<file path="src/sv/b64d_pkg.sv">
package b64d_pkg;

  localparam int unsigned NumWords   = 8;
  localparam int unsigned AlphaLen   = 64;
  localparam int unsigned WordWidth  = 64;
  localparam int unsigned CfgIdxW    = 4;
  localparam logic [7:0]  PadChar    = 8'h3D;

  typedef logic [NumWords-1:0][WordWidth-1:0] alphabet_t;

  typedef struct packed {
    logic [7:0] char_in;
    logic       stream_end;
  } in_beat_t;

  typedef struct packed {
    logic [7:0] byte_out;
    logic       final_byte;
    logic       bad_char;
  } out_beat_t;

  // bytes in emit order, first byte in the low bits
  typedef struct packed {
    logic [23:0] bytes;
    logic [1:0]  count;
    logic        last;
    logic        err;
  } group_t;

endpackage

</file>
<file path="src/sv/b64d_in_if.sv">
interface b64d_in_if;
  logic              valid;
  logic              ready;
  b64d_pkg::in_beat_t data;

  modport source (output valid, output data, input ready);
  modport sink   (input valid, input data, output ready);
endinterface

</file>
<file path="src/sv/b64d_out_if.sv">
interface b64d_out_if;
  logic               valid;
  logic               ready;
  b64d_pkg::out_beat_t data;

  modport source (output valid, output data, input ready);
  modport sink   (input valid, input data, output ready);
endinterface

</file>
<file path="src/sv/b64d_lookup.sv">
module b64d_lookup (
  input  b64d_pkg::alphabet_t alphabet_i,
  input  logic [7:0]          char_i,
  output logic [5:0]          sextet_o,
  output logic                found_o
);
  import b64d_pkg::*;

  always_comb begin
    sextet_o = '0;
    found_o  = 1'b0;
    // scan down so the lowest matching position wins
    for (int i = AlphaLen - 1; i >= 0; i--) begin
      if (alphabet_i[i / 8][(i % 8) * 8 +: 8] == char_i) begin
        sextet_o = 6'(i);
        found_o  = 1'b1;
      end
    end
  end

endmodule

</file>
<file path="src/sv/b64d_serializer.sv">
module b64d_serializer (
  input  logic                clk_i,
  input  logic                rst_ni,
  input  b64d_pkg::group_t    grp_i,
  input  logic                load_i,
  output logic                free_o,
  b64d_out_if.source          out_ch
);
  import b64d_pkg::*;

  logic [23:0] bytes_q, bytes_d;
  logic [1:0]  rem_q, rem_d;
  logic        last_q, last_d;
  logic        err_q, err_d;
  logic        take;

  assign take   = out_ch.valid && out_ch.ready;
  assign free_o = (rem_q == 2'd0) || (rem_q == 2'd1 && out_ch.ready);

  assign out_ch.valid           = (rem_q != 2'd0);
  assign out_ch.data.byte_out   = bytes_q[7:0];
  assign out_ch.data.final_byte = last_q && (rem_q == 2'd1);
  assign out_ch.data.bad_char   = err_q;

  always_comb begin
    bytes_d = bytes_q;
    rem_d   = rem_q;
    last_d  = last_q;
    err_d   = err_q;
    if (load_i) begin
      bytes_d = grp_i.bytes;
      rem_d   = grp_i.count;
      last_d  = grp_i.last;
      err_d   = grp_i.err;
    end else if (take) begin
      // advance to the next byte of the group
      bytes_d = {8'h00, bytes_q[23:8]};
      rem_d   = rem_q - 2'd1;
    end
  end

  always_ff @(posedge clk_i or negedge rst_ni) begin
    if (!rst_ni) begin
      rem_q <= '0;
    end else begin
      rem_q <= rem_d;
    end
  end

  always_ff @(posedge clk_i) begin
    bytes_q <= bytes_d;
    last_q  <= last_d;
    err_q   <= err_d;
  end

endmodule

</file>
<file path="src/sv/base64_decode_custom_alphabet_unit.sv">
// Base64 decoder with a loadable 64-character alphabet. Each input beat carries one
// character; a character is captured in the input register, is looked up
// combinationally against all 64 alphabet entries, and its group's one to three
// bytes go to a byte serializer that emits one byte per cycle while the output is
// ready. The block takes one character per cycle while the serializer can hold the
// next finished group, so sustained throughput is one character per cycle for
// streams whose output is taken at one byte per cycle. Load the alphabet
// (already rotated if needed) through the write port while the block is idle; '=' is
// always padding, and characters outside the alphabet decode as zero with bad_char set
// on every byte of their group.
module base64_decode_custom_alphabet_unit (
  input  logic                           clk_i,
  input  logic                           rst_ni,
  input  logic                           cfg_we_i,
  input  logic [b64d_pkg::CfgIdxW-1:0]   cfg_idx_i,
  input  logic [b64d_pkg::WordWidth-1:0] cfg_data_i,
  b64d_in_if.sink                        in_ch,
  b64d_out_if.source                     out_ch
);
  import b64d_pkg::*;

  alphabet_t   alpha_q;
  logic        in_valid_q;
  logic [7:0]  char_q;
  logic        end_q;
  logic [17:0] held_q, held_d;
  logic [1:0]  pos_q, pos_d;
  logic        pad3_q, pad3_d;
  logic        gerr_q, gerr_d;

  logic [5:0]  sextet;
  logic        found;
  logic        pad;
  logic [5:0]  v;
  logic        err;
  logic        complete;
  logic [23:0] vsh;
  logic [23:0] w;
  logic        pad3, pad4;
  logic        ser_free;
  logic        advance;
  logic        load;
  group_t      grp;

  b64d_lookup u_lookup (
    .alphabet_i (alpha_q),
    .char_i     (char_q),
    .sextet_o   (sextet),
    .found_o    (found)
  );

  assign pad      = (char_q == PadChar);
  assign v        = pad ? 6'd0 : sextet;
  assign err      = gerr_q || (!pad && !found);
  assign complete = (pos_q == 2'd3) || end_q;

  always_comb begin
    case (pos_q)
      2'd0:    vsh = {v, 18'd0};
      2'd1:    vsh = {6'd0, v, 12'd0};
      2'd2:    vsh = {12'd0, v, 6'd0};
      default: vsh = {18'd0, v};
    endcase
  end

  assign w    = {held_q, 6'd0} | vsh;
  assign pad3 = (pos_q == 2'd3) ? pad3_q : ((pos_q == 2'd2) ? pad : 1'b1);
  assign pad4 = (pos_q == 2'd3) ? pad : 1'b1;

  always_comb begin
    grp.bytes[7:0]   = w[23:16];
    grp.bytes[15:8]  = pad3 ? w[7:0] : w[15:8];
    grp.bytes[23:16] = w[7:0];
    grp.count        = 2'd1 + {1'b0, !pad3} + {1'b0, !pad4};
    grp.last         = end_q;
    grp.err          = err;
  end

  assign advance     = in_valid_q && (!complete || ser_free);
  assign load        = in_valid_q && complete && ser_free;
  assign in_ch.ready = !in_valid_q || advance;

  b64d_serializer u_serializer (
    .clk_i  (clk_i),
    .rst_ni (rst_ni),
    .grp_i  (grp),
    .load_i (load),
    .free_o (ser_free),
    .out_ch (out_ch)
  );

  always_comb begin
    held_d = held_q;
    pos_d  = pos_q;
    pad3_d = pad3_q;
    gerr_d = gerr_q;
    if (advance) begin
      if (complete) begin
        held_d = '0;
        pos_d  = '0;
        pad3_d = 1'b0;
        gerr_d = 1'b0;
      end else begin
        held_d = held_q | vsh[23:6];
        pos_d  = pos_q + 2'd1;
        gerr_d = err;
        if (pos_q == 2'd2) begin
          pad3_d = pad;
        end
      end
    end
  end

  always_ff @(posedge clk_i or negedge rst_ni) begin
    if (!rst_ni) begin
      alpha_q    <= '0;
      in_valid_q <= 1'b0;
      held_q     <= '0;
      pos_q      <= '0;
      pad3_q     <= 1'b0;
      gerr_q     <= 1'b0;
    end else begin
      if (cfg_we_i && (cfg_idx_i < CfgIdxW'(NumWords))) begin
        alpha_q[cfg_idx_i[2:0]] <= cfg_data_i;
      end
      if (in_ch.ready) begin
        in_valid_q <= in_ch.valid;
      end
      held_q <= held_d;
      pos_q  <= pos_d;
      pad3_q <= pad3_d;
      gerr_q <= gerr_d;
    end
  end

  always_ff @(posedge clk_i) begin
    if (in_ch.ready && in_ch.valid) begin
      char_q <= in_ch.data.char_in;
      end_q  <= in_ch.data.stream_end;
    end
  end

endmodule

</file>
<file path="src/flat_wrapper.sv">
// flat-port wrapper written by rule: the top's interface ports become plain ports
module base64_decode_custom_alphabet_unit_flat import b64d_pkg::*;
  (clk_i, rst_ni, cfg_we_i, cfg_idx_i, cfg_data_i, in_ch_valid, in_ch_data, in_ch_ready, out_ch_valid, out_ch_data, out_ch_ready);
  b64d_in_if in_ch_i ();
  b64d_out_if out_ch_i ();
  input  logic clk_i;
  input  logic rst_ni;
  input  logic cfg_we_i;
  input  logic [b64d_pkg::CfgIdxW-1:0] cfg_idx_i;
  input  logic [b64d_pkg::WordWidth-1:0] cfg_data_i;
  input wire logic [$bits(in_ch_i.valid)-1:0] in_ch_valid;
  input wire logic [$bits(in_ch_i.data)-1:0] in_ch_data;
  output wire logic [$bits(in_ch_i.ready)-1:0] in_ch_ready;
  output wire logic [$bits(out_ch_i.valid)-1:0] out_ch_valid;
  output wire logic [$bits(out_ch_i.data)-1:0] out_ch_data;
  input wire logic [$bits(out_ch_i.ready)-1:0] out_ch_ready;
  assign in_ch_i.valid = in_ch_valid;
  assign in_ch_i.data = in_ch_data;
  assign in_ch_ready = in_ch_i.ready;
  assign out_ch_valid = out_ch_i.valid;
  assign out_ch_data = out_ch_i.data;
  assign out_ch_i.ready = out_ch_ready;
  base64_decode_custom_alphabet_unit u_core (.clk_i(clk_i), .rst_ni(rst_ni), .cfg_we_i(cfg_we_i), .cfg_idx_i(cfg_idx_i), .cfg_data_i(cfg_data_i), .in_ch(in_ch_i), .out_ch(out_ch_i));
endmodule
</file>
<file path="config.mk">
export PLATFORM = sky130hd
export DESIGN_NAME = base64_decode_custom_alphabet_unit_flat
export DESIGN_NICKNAME = d
export VERILOG_FILES = /design/src/sv/b64d_pkg.sv /design/src/sv/b64d_in_if.sv /design/src/sv/b64d_out_if.sv /design/src/sv/b64d_lookup.sv /design/src/sv/b64d_serializer.sv /design/src/sv/base64_decode_custom_alphabet_unit.sv /design/src/flat_wrapper.sv
export SDC_FILE = /design/constraint.sdc
export NUM_CORES = 1
export LEC_CHECK = 0
export BUFFER_PORTS_ARGS = -buffer_cell sky130_fd_sc_hd__buf_2
export CORE_ASPECT_RATIO = 0.5
export CORE_MARGIN = 2
export CORE_UTILIZATION = 50
export CTS_BUF_LIST = sky130_fd_sc_hd__clkbuf_8 sky130_fd_sc_hd__clkbuf_16
export CTS_CLUSTER_SIZE = 20
export DETAILED_ROUTE_END_ITERATION = 8
export GPL_TIMING_DRIVEN = 0
export HOLD_SLACK_MARGIN = 0.05
export PLACE_DENSITY = 0.66
export SLEW_MARGIN = 15
export SYNTH_ARGS = -nofsm -noshare
export SYNTH_HDL_FRONTEND = slang
export SYNTH_HIERARCHICAL = 1
export SYNTH_SLANG_ARGS = --single-unit
</file>
<file path="constraint.sdc">
create_clock -name clk_i -period 4.1 [get_ports clk_i]
set_input_delay 0.205 -clock clk_i [delete_from_list [all_inputs] [get_ports clk_i]]
set_output_delay 0.205 -clock clk_i [all_outputs]
set_load 0.02 [all_outputs]
</file>
==> results of run 1 <==
[where the power goes]
part | total [mW] | switching, mW | internal (mW)
sequential | 8.04 | 0.898 | 7.14
clock | 4.91 | 2.27 | 2.65
combinational | 5.50 | 2.81 | 2.68
total | 18.5 | 5.98 | 12.5
[final cells by class]
class	instances	share of cell area, %
repair buffers	186	4.50
well taps	768	2.89
plain buffers	129	3.19
clock inverters	31	0.669
flip-flops and latches	572	43.5
multi-input cells	1499	40.7
diodes	1	0.00751
inverters	16	0.180
clock buffers	62	4.35
[metal layers]
layer,vias to the layer above,GRT usage (%),part of all wire (%)
met4,0,7.57,2.4
met2,745,42.3,41
li1,8282,-,-
met1,10000,46.9,46
met3,146,7.17,10
met5,-,0,0
[worst min path at each step]
stage                                     end      startpoint
after floorplan             u_core/alpha_q[0]          rst_ni
after global placement       u_core/char_q[3]   in_ch_data[4]
after detailed placement  u_core/alpha_q[196]          rst_ni
after CTS                 u_core/alpha_q[216]  cfg_data_i[24]
after global routing      u_core/alpha_q[216]  cfg_data_i[24]
final                     u_core/alpha_q[216]  cfg_data_i[24]
[metrics by stage]
step	TNS (ps)	setup slack (ps)	instance area (µm²)	util [%]
floorplan	0	794	28700	-
global placement	-4584560	-8580	30200	52.8
detailed placement	-12020	-926	30400	53.2
CTS	0	1.54	33100	57.9
global route	-286	-105	33300	58.3
finish	-245	-105	33300	58.3
[cell families (layout without fill, tap and decap cells)]
family / count (synthesis) / in the layout / synth area share (%)
xor gates and xnor gates: 512 / 512 / 15.6
AOI/OAI and AO/OA: 111 / 111 / 2.87
and+or+nand+nor: 332 / 332 / 6.36
adders and majority gates: 8 / 8 / 0.348
buffers and inverters: 145 / 424 / 3.28
DFF: 572 / 572 / 50.4
muxes: 536 / 536 / 21.1
other: 0 / 1 / 0
[critical path: cells and delay by family (launching register included)]
kind | cells | cell delay [ps]
xor+xnor | 1 | 150
simple gates | 1 | 240
mux | 2 | 520
buf+inv | 3 | 780
compound gates | 7 | 1820
flops | 1 | 430
[layout by cell type (no fill, tap or decap), drive strengths merged, types with 9 or more instances in the layout]
master       synthesis  routed
o21ai               16      16
a21oi               12      12
and2                18      18
nor2                55      55
xor2               280     280
buf                116     226
clkbuf              13      76
nor4                73      73
nand4               62      62
a22o                18      18
mux2               534     534
dfrtp              537     537
dlygate4sd3          0      75
edfxtp              35      35
xnor2              232     232
nand3               11      11
inv                 16      35
nand2               62      62
and3                11      11
a31o                 9       9
[registers in the layout, indices dropped and copies added, names as in the netlist]
register and count:
u_core/u_serializer/bytes_q 24, u_core/u_serializer/rem_q 2, u_core/pad3_q 1, u_core/held_q 18, u_core/u_serializer/last_q 1, u_core/pos_q 2
u_core/alpha_q 512, u_core/char_q 8, u_core/end_q 1, u_core/in_valid_q 1, u_core/u_serializer/err_q 1, u_core/gerr_q 1
[timing repair]
| item | in CTS | in global routing |
|---|---|---|
| hold buffers | 75 | 0 |
| setup endpoints to repair | 34 | 14 |
| hold endpoints to repair | 700 | 0 |
| gates cloned | 0 | 0 |
| pin swaps | 6 | 4 |
| buffers inserted | 8 | 3 |
| resized for setup | 52 | 41 |
==> reports/results.md, run 1 <==
| Quantity | Reported |
|:---|:---|
| Classification of the worst-slack hold path | in2reg |
| Antenna violations before repair | 2 |
| Peak fanout along the critical path | 10 |
| First-pass GRT wire length | 130000 µm |
| Cell taking the most area after synthesis | sky130_fd_sc_hd__dfrtp_1 |
| Number of H-tree branching levels | 2 |
| Portion of synthesized cell area occupied by the leading cell type | 46.8% |
| Outcome | finished with violations |
| Number of setup violations in the final report | 4 |
| Largest incremental delay on the critical path | 430 ps |
| Ys Warns | 6 |
| Achievable frequency | 0.238 GHz |
| Iteration-0 DRC count of the detailed router | 1839 |
| Synth Net Count | 2306 |
| Kind of end point of the critical path | flip-flop |
| Post-placement cell count | 3084 |
| Routed Wire Length | 89700 µm |
| Cells after Synth | 2216 |
| Area of the multi-input gates | 13600 µm² |
| Power density normalized to cell area | 554 nW/µm² |
| Total gr overflow | 0 |
| Relative area change from synthesis to final layout | 15.9% |
| Number of detailed-routing iterations run before antenna repair | 5 |
| Mean post-synth cell area | 13.0 µm² |
| Pin count of the biggest net entering global routing | 100 |
| Via count of the first global-routing pass | 18900 |
| Data arrival, critical path | 4560 ps |
| Die Ht | 174 µm |
| Number of nets with antenna violations after detailed routing | 0 |
| Floorplan row count | 62 |
| TritonCTS clock tree | yes |
| Reg-to-Reg Start | u_core/char_q[3] |
| Starting density of the core | 50.3% |
| Overall die area | 59500 µm² |
| Fillcell total | 4696 |
| Critical Path Source Type | flip-flop |
| MaxCap Viol Count | 0 |
| Number of non-filler instances in the completed layout | 3264 |
| Worst setup path startpoint | u_core/char_q[3] |
| Worst Setup Slack, final | -105 ps |
| # IOs | 94 |
| R2R cell count | 14 |
| Overall Global Routing Usage | 30.2% |
| Final min period | 4210 ps |
| Skew final | 22.0 ps |
| Share of flip-flops with an asynchronous set or reset after synthesis | 93.9% |
| Cell area after technology mapping | 28700 µm² |
| Category of the most critical setup path | reg2reg |
| Violated checks | negative setup slack |
| Post-synth EDFFs | 35 |
| Post-detailed-route DRC marker count | 0 |
| Buffers from clock root to sink, at most | 3 |
| Distinct cell type count of the synthesized netlist | 69 |
| Worst hold path cell count | 2 |
| Endpoint of the most critical setup path | u_core/u_serializer/bytes_q[12] |
| Count of input and output buffers | 93 |
| Required time reported for the critical path endpoint | 4460 ps |
| Number of hold violations in the final report | 0 |
| Clock latency at the later pin of the worst-skew pair | 620 ps |
| Period utilization | 103% |
| Final net count | 2547 |
| Highest ir drop seen on vdd | 0.370 mV |
| Routability-driven placement congestion ratio | 0.941 |
| Clock tree sinks | 572 |
| Core footprint | 57100 µm² |
| Max-slew violation total from the final report | 0 |
| Reg-to-Reg End | u_core/u_serializer/bytes_q[12] |
| Most used standard cell by instance count after synthesis | sky130_fd_sc_hd__dfrtp_1 |
| Average vias per placed instance | 5.88 |
| Total of flip-flops plus latches after synthesis | 572 |
| Number of CTS-inserted buffers | 53 |
| Area taken by flip-flops and latches | 14500 µm² |
| Slack of the worst reg-to-reg path | -110 ps |
| Leakage power summed over all cells | 14.4 nW |
| DPL Wire Length | 58600 µm |
| Clock Root Buffer | sky130_fd_sc_hd__clkbuf_16 |
| Transition time of the tightest slew-check pin | 1340 ps |
| Critical path's slowest cell | sky130_fd_sc_hd__edfxtp_1 |
| Via total after detailed routing | 19200 |
| Worst slew margin relative to its limit | 10.9% |
| Horiz. Die Dim | 343 µm |
| Post-CTS clock slew at the launch and capture registers of the worst setup and hold paths | 70 ps |
| Layout cell share with drive strength beyond 1 | 35.8% |
| Proportion of synthesized chip area in sequential cells | 50.4% |
| Cell-by-cell listing of the critical path | buf_6, buf_8, buf_8, xnor2_1, nand4_1, a211oi_1, o21ai_0, a311oi_1, a211oi_1, o21ai_1, a41oi_4, a31o_2, mux2_4, mux2_2 |
| Worst hold-check slack | 61.4 ps |
| Synth Flop Type | sky130_fd_sc_hd__dfrtp_1 |
| Average routed wire per standard cell | 27.5 µm |
| Leading cell types by total area after synthesis | sky130_fd_sc_hd__dfrtp_1 47%, sky130_fd_sc_hd__mux2_2 21%, sky130_fd_sc_hd__xor2_1 8.5%, sky130_fd_sc_hd__xnor2_1 7.1%, sky130_fd_sc_hd__edfxtp_1 3.7% |
| Overall power consumption | 18.5 mW |
| Commonest cells in the netlist | 537 x sky130_fd_sc_hd__dfrtp_1, 528 x sky130_fd_sc_hd__mux2_2, 279 x sky130_fd_sc_hd__xor2_1, 232 x sky130_fd_sc_hd__xnor2_1, 71 x sky130_fd_sc_hd__nor4_1 |
(Power assumes the default switching activity.)
==> run 2, diff against run 1 <==
REMOVE_ABC_BUFFERS = 1   (was default)
==> run 2 against run 1 <==
Critical path depth fell by 1. Final cell count fell by 1.1%. Combinational power fell by 4.7%. The run now ends clean. Sequential power barely moved. Clock skew fell by 2.9 ps.
==> reports/results.md, run 2 (synthesized netlist as in run 1, its figures left out) <==
| Quantity | Reported |
|:---|:---|
| Average vias per placed instance | 5.57 |
| Top metal layer carrying routed signals | met4 |
| Horiz. Die Dim | 343 µm |
| Antenna violations before repair | 0 |
| DPL Wire Length | 48700 µm |
| Number of nets with antenna violations after detailed routing | 0 |
| Total gr overflow | 0 |
| Clock latency at the later pin of the worst-skew pair | 610 ps |
| Overall power consumption | 18.6 mW |
| Routed Wire Length | 71500 µm |
| Overall Global Routing Usage | 24.4% |
| Kind of end point of the critical path | flip-flop |
| Critical Path Source Type | flip-flop |
| Largest registers ranked by flip-flop count | u_core/alpha_q (512), u_core/u_serializer/bytes_q (24), u_core/held_q (18) |
| Number of H-tree branching levels | 2 |
| Number of CTS-inserted buffers | 53 |
| Register bank with the most flops | u_core/alpha_q |
| # IOs | 94 |
| Largest incremental delay on the critical path | 510 ps |
| Worst slew margin relative to its limit | 26.8% |
| Buffers from clock root to sink, at most | 3 |
| Starting density of the core | 50.3% |
| Cell family with most CP delay | compound AO/OA/AOI/OAI gates |
| First-pass GRT wire length | 112000 µm |
| Iteration-0 DRC count of the detailed router | 1208 |
| Leakage power summed over all cells | 14.6 nW |
| Via count of the first global-routing pass | 18100 |
| MaxCap Viol Count | 0 |
| Worst hold-check slack | 68.1 ps |
| Outcome | completed |
| Transition time of the tightest slew-check pin | 1100 ps |
| Overall die area | 59500 µm² |
| Max-slew violation total from the final report | 0 |
| Commonest cells after routing, fill and taps aside | 537 x sky130_fd_sc_hd__dfrtp_1, 528 x sky130_fd_sc_hd__mux2_2, 279 x sky130_fd_sc_hd__xor2_1, 232 x sky130_fd_sc_hd__xnor2_1, 92 x sky130_fd_sc_hd__buf_2 |
| Final net count | 2508 |
| Required time reported for the critical path endpoint | 4450 ps |
| Met1 Routed Length | 34300 µm |
| Number of setup violations in the final report | 0 |
| TritonCTS clock tree | yes |
| Period utilization | 98.9% |
| Final antenna diode count | 0 |
| Pin count of the biggest net entering global routing | 102 |
| Die Ht | 174 µm |
| Highest ir drop seen on vdd | 0.335 mV |
| Final min period | 4050 ps |
| Clock tree sinks | 572 |
| Number of detailed-routing iterations run before antenna repair | 7 |
| Category of the most critical setup path | reg2reg |
| Data arrival, critical path | 4410 ps |
| Achievable frequency | 0.247 GHz |
| Clock Root Buffer | sky130_fd_sc_hd__clkbuf_16 |
| Via total after detailed routing | 18000 |
| Met3 Routed Length | 3280 µm |
| Core footprint | 57100 µm² |
| Cell-by-cell listing of the critical path | buf_12, buf_8, buf_16, xor2_1, nor4_1, nand2_1, a2111oi_4, a2111oi_2, o21ai_1, a41oi_4, a31o_2, mux2_4, mux2_2 |
| Count of buffer and inverter cells on the critical path | 3 |
| Relative area change from synthesis to final layout | 18.1% |
| Post-detailed-route DRC marker count | 0 |
| Layout cell share with drive strength beyond 1 | 35.5% |
| Number of flip-flops under the largest register name | 512 |
| Total negative slack | 0 ps |
| Met2 WL post-DR | 33100 µm |
| Post-CTS clock slew at the launch and capture registers of the worst setup and hold paths | 70 ps |
| Critical path's slowest cell | sky130_fd_sc_hd__a2111oi_4 |
| Routability-driven placement congestion ratio | 0.875 |
| Classification of the worst-slack hold path | in2reg |
| Count of input and output buffers | 93 |
| Floorplan row count | 62 |
| Utilization after layout | 59.4% |
| Power density normalized to cell area | 548 nW/µm² |
| Average routed wire per standard cell | 22.1 µm |
| Peak fanout along the critical path | 12 |
| Most common cell after layout, fill and taps aside | sky130_fd_sc_hd__dfrtp_1 |
| Skew final | 19.1 ps |
| Number of hold violations in the final report | 0 |
## run 2: worst paths after layout
check | start | end | slack, ps | depth (start not counted)
worst max-delay path | u_core/char_q[0] | u_core/u_serializer/bytes_q[12] | 50 | 13
worst min-delay path | cfg_data_i[25] | u_core/alpha_q[281] | 70 | 2
worst max register to register | u_core/char_q[0] | u_core/u_serializer/bytes_q[12] | 50 | 13
worst min register to register | u_core/gerr_q | u_core/gerr_q | 490 | 1
max in group asynchronous | rst_ni | u_core/alpha_q[511] | 2300 | 5
min in group asynchronous | rst_ni | u_core/alpha_q[156] | 120 | 2
## run 2: repair_timing
action,in CTS,in global routing
endpoints found under the setup margin,39,14
resized for setup,16,25
hold endpoints to repair,671,0
setup buffers,16,7
hold buffers,75,0
pin swaps,1,7
## run 2: layout make-up
| type | instances | area (µm²) |
|---|---|---|
| timing repair buffer | 276 | 2970 |
| tap | 768 | 961 |
| inverter | 16 | 60.1 |
| clock inverter | 36 | 404 |
| multi-input combinational | 1499 | 13600 |
| sequential | 572 | 14500 |
| fill | 4556 | 23200 |
| clock buffer | 62 | 1480 |
## run 2: stage by stage
stage | instance area [µm²] | setup slack (ps) | std cells
2_1_floorplan | 27800 | -1760 | 2087
3_3_place_gp | 29300 | -8780 | 2948
3_5_place_dp | 30900 | -859 | 3033
4_1_cts | 33700 | 3.40 | 3222
5_1_grt | 33900 | -10.2 | 3229
6_report | 33900 | 46.1 | 3229
## run 2: metal layers
layer  global-route usage [%]  vias up
met5                        0        -
met4                     3.49        0
met3                     3.48       69
met2                     38.4      318
met1                     36.9     9389
li1                         -     8201
## run 2: report_power, final
part	internal (mW)	switching (mW)	total (mW)
Combinational	2.74	2.50	5.24
Sequential	7.14	0.863	8.01
Clock	3.09	2.25	5.35
Total	13.0	5.62	18.6
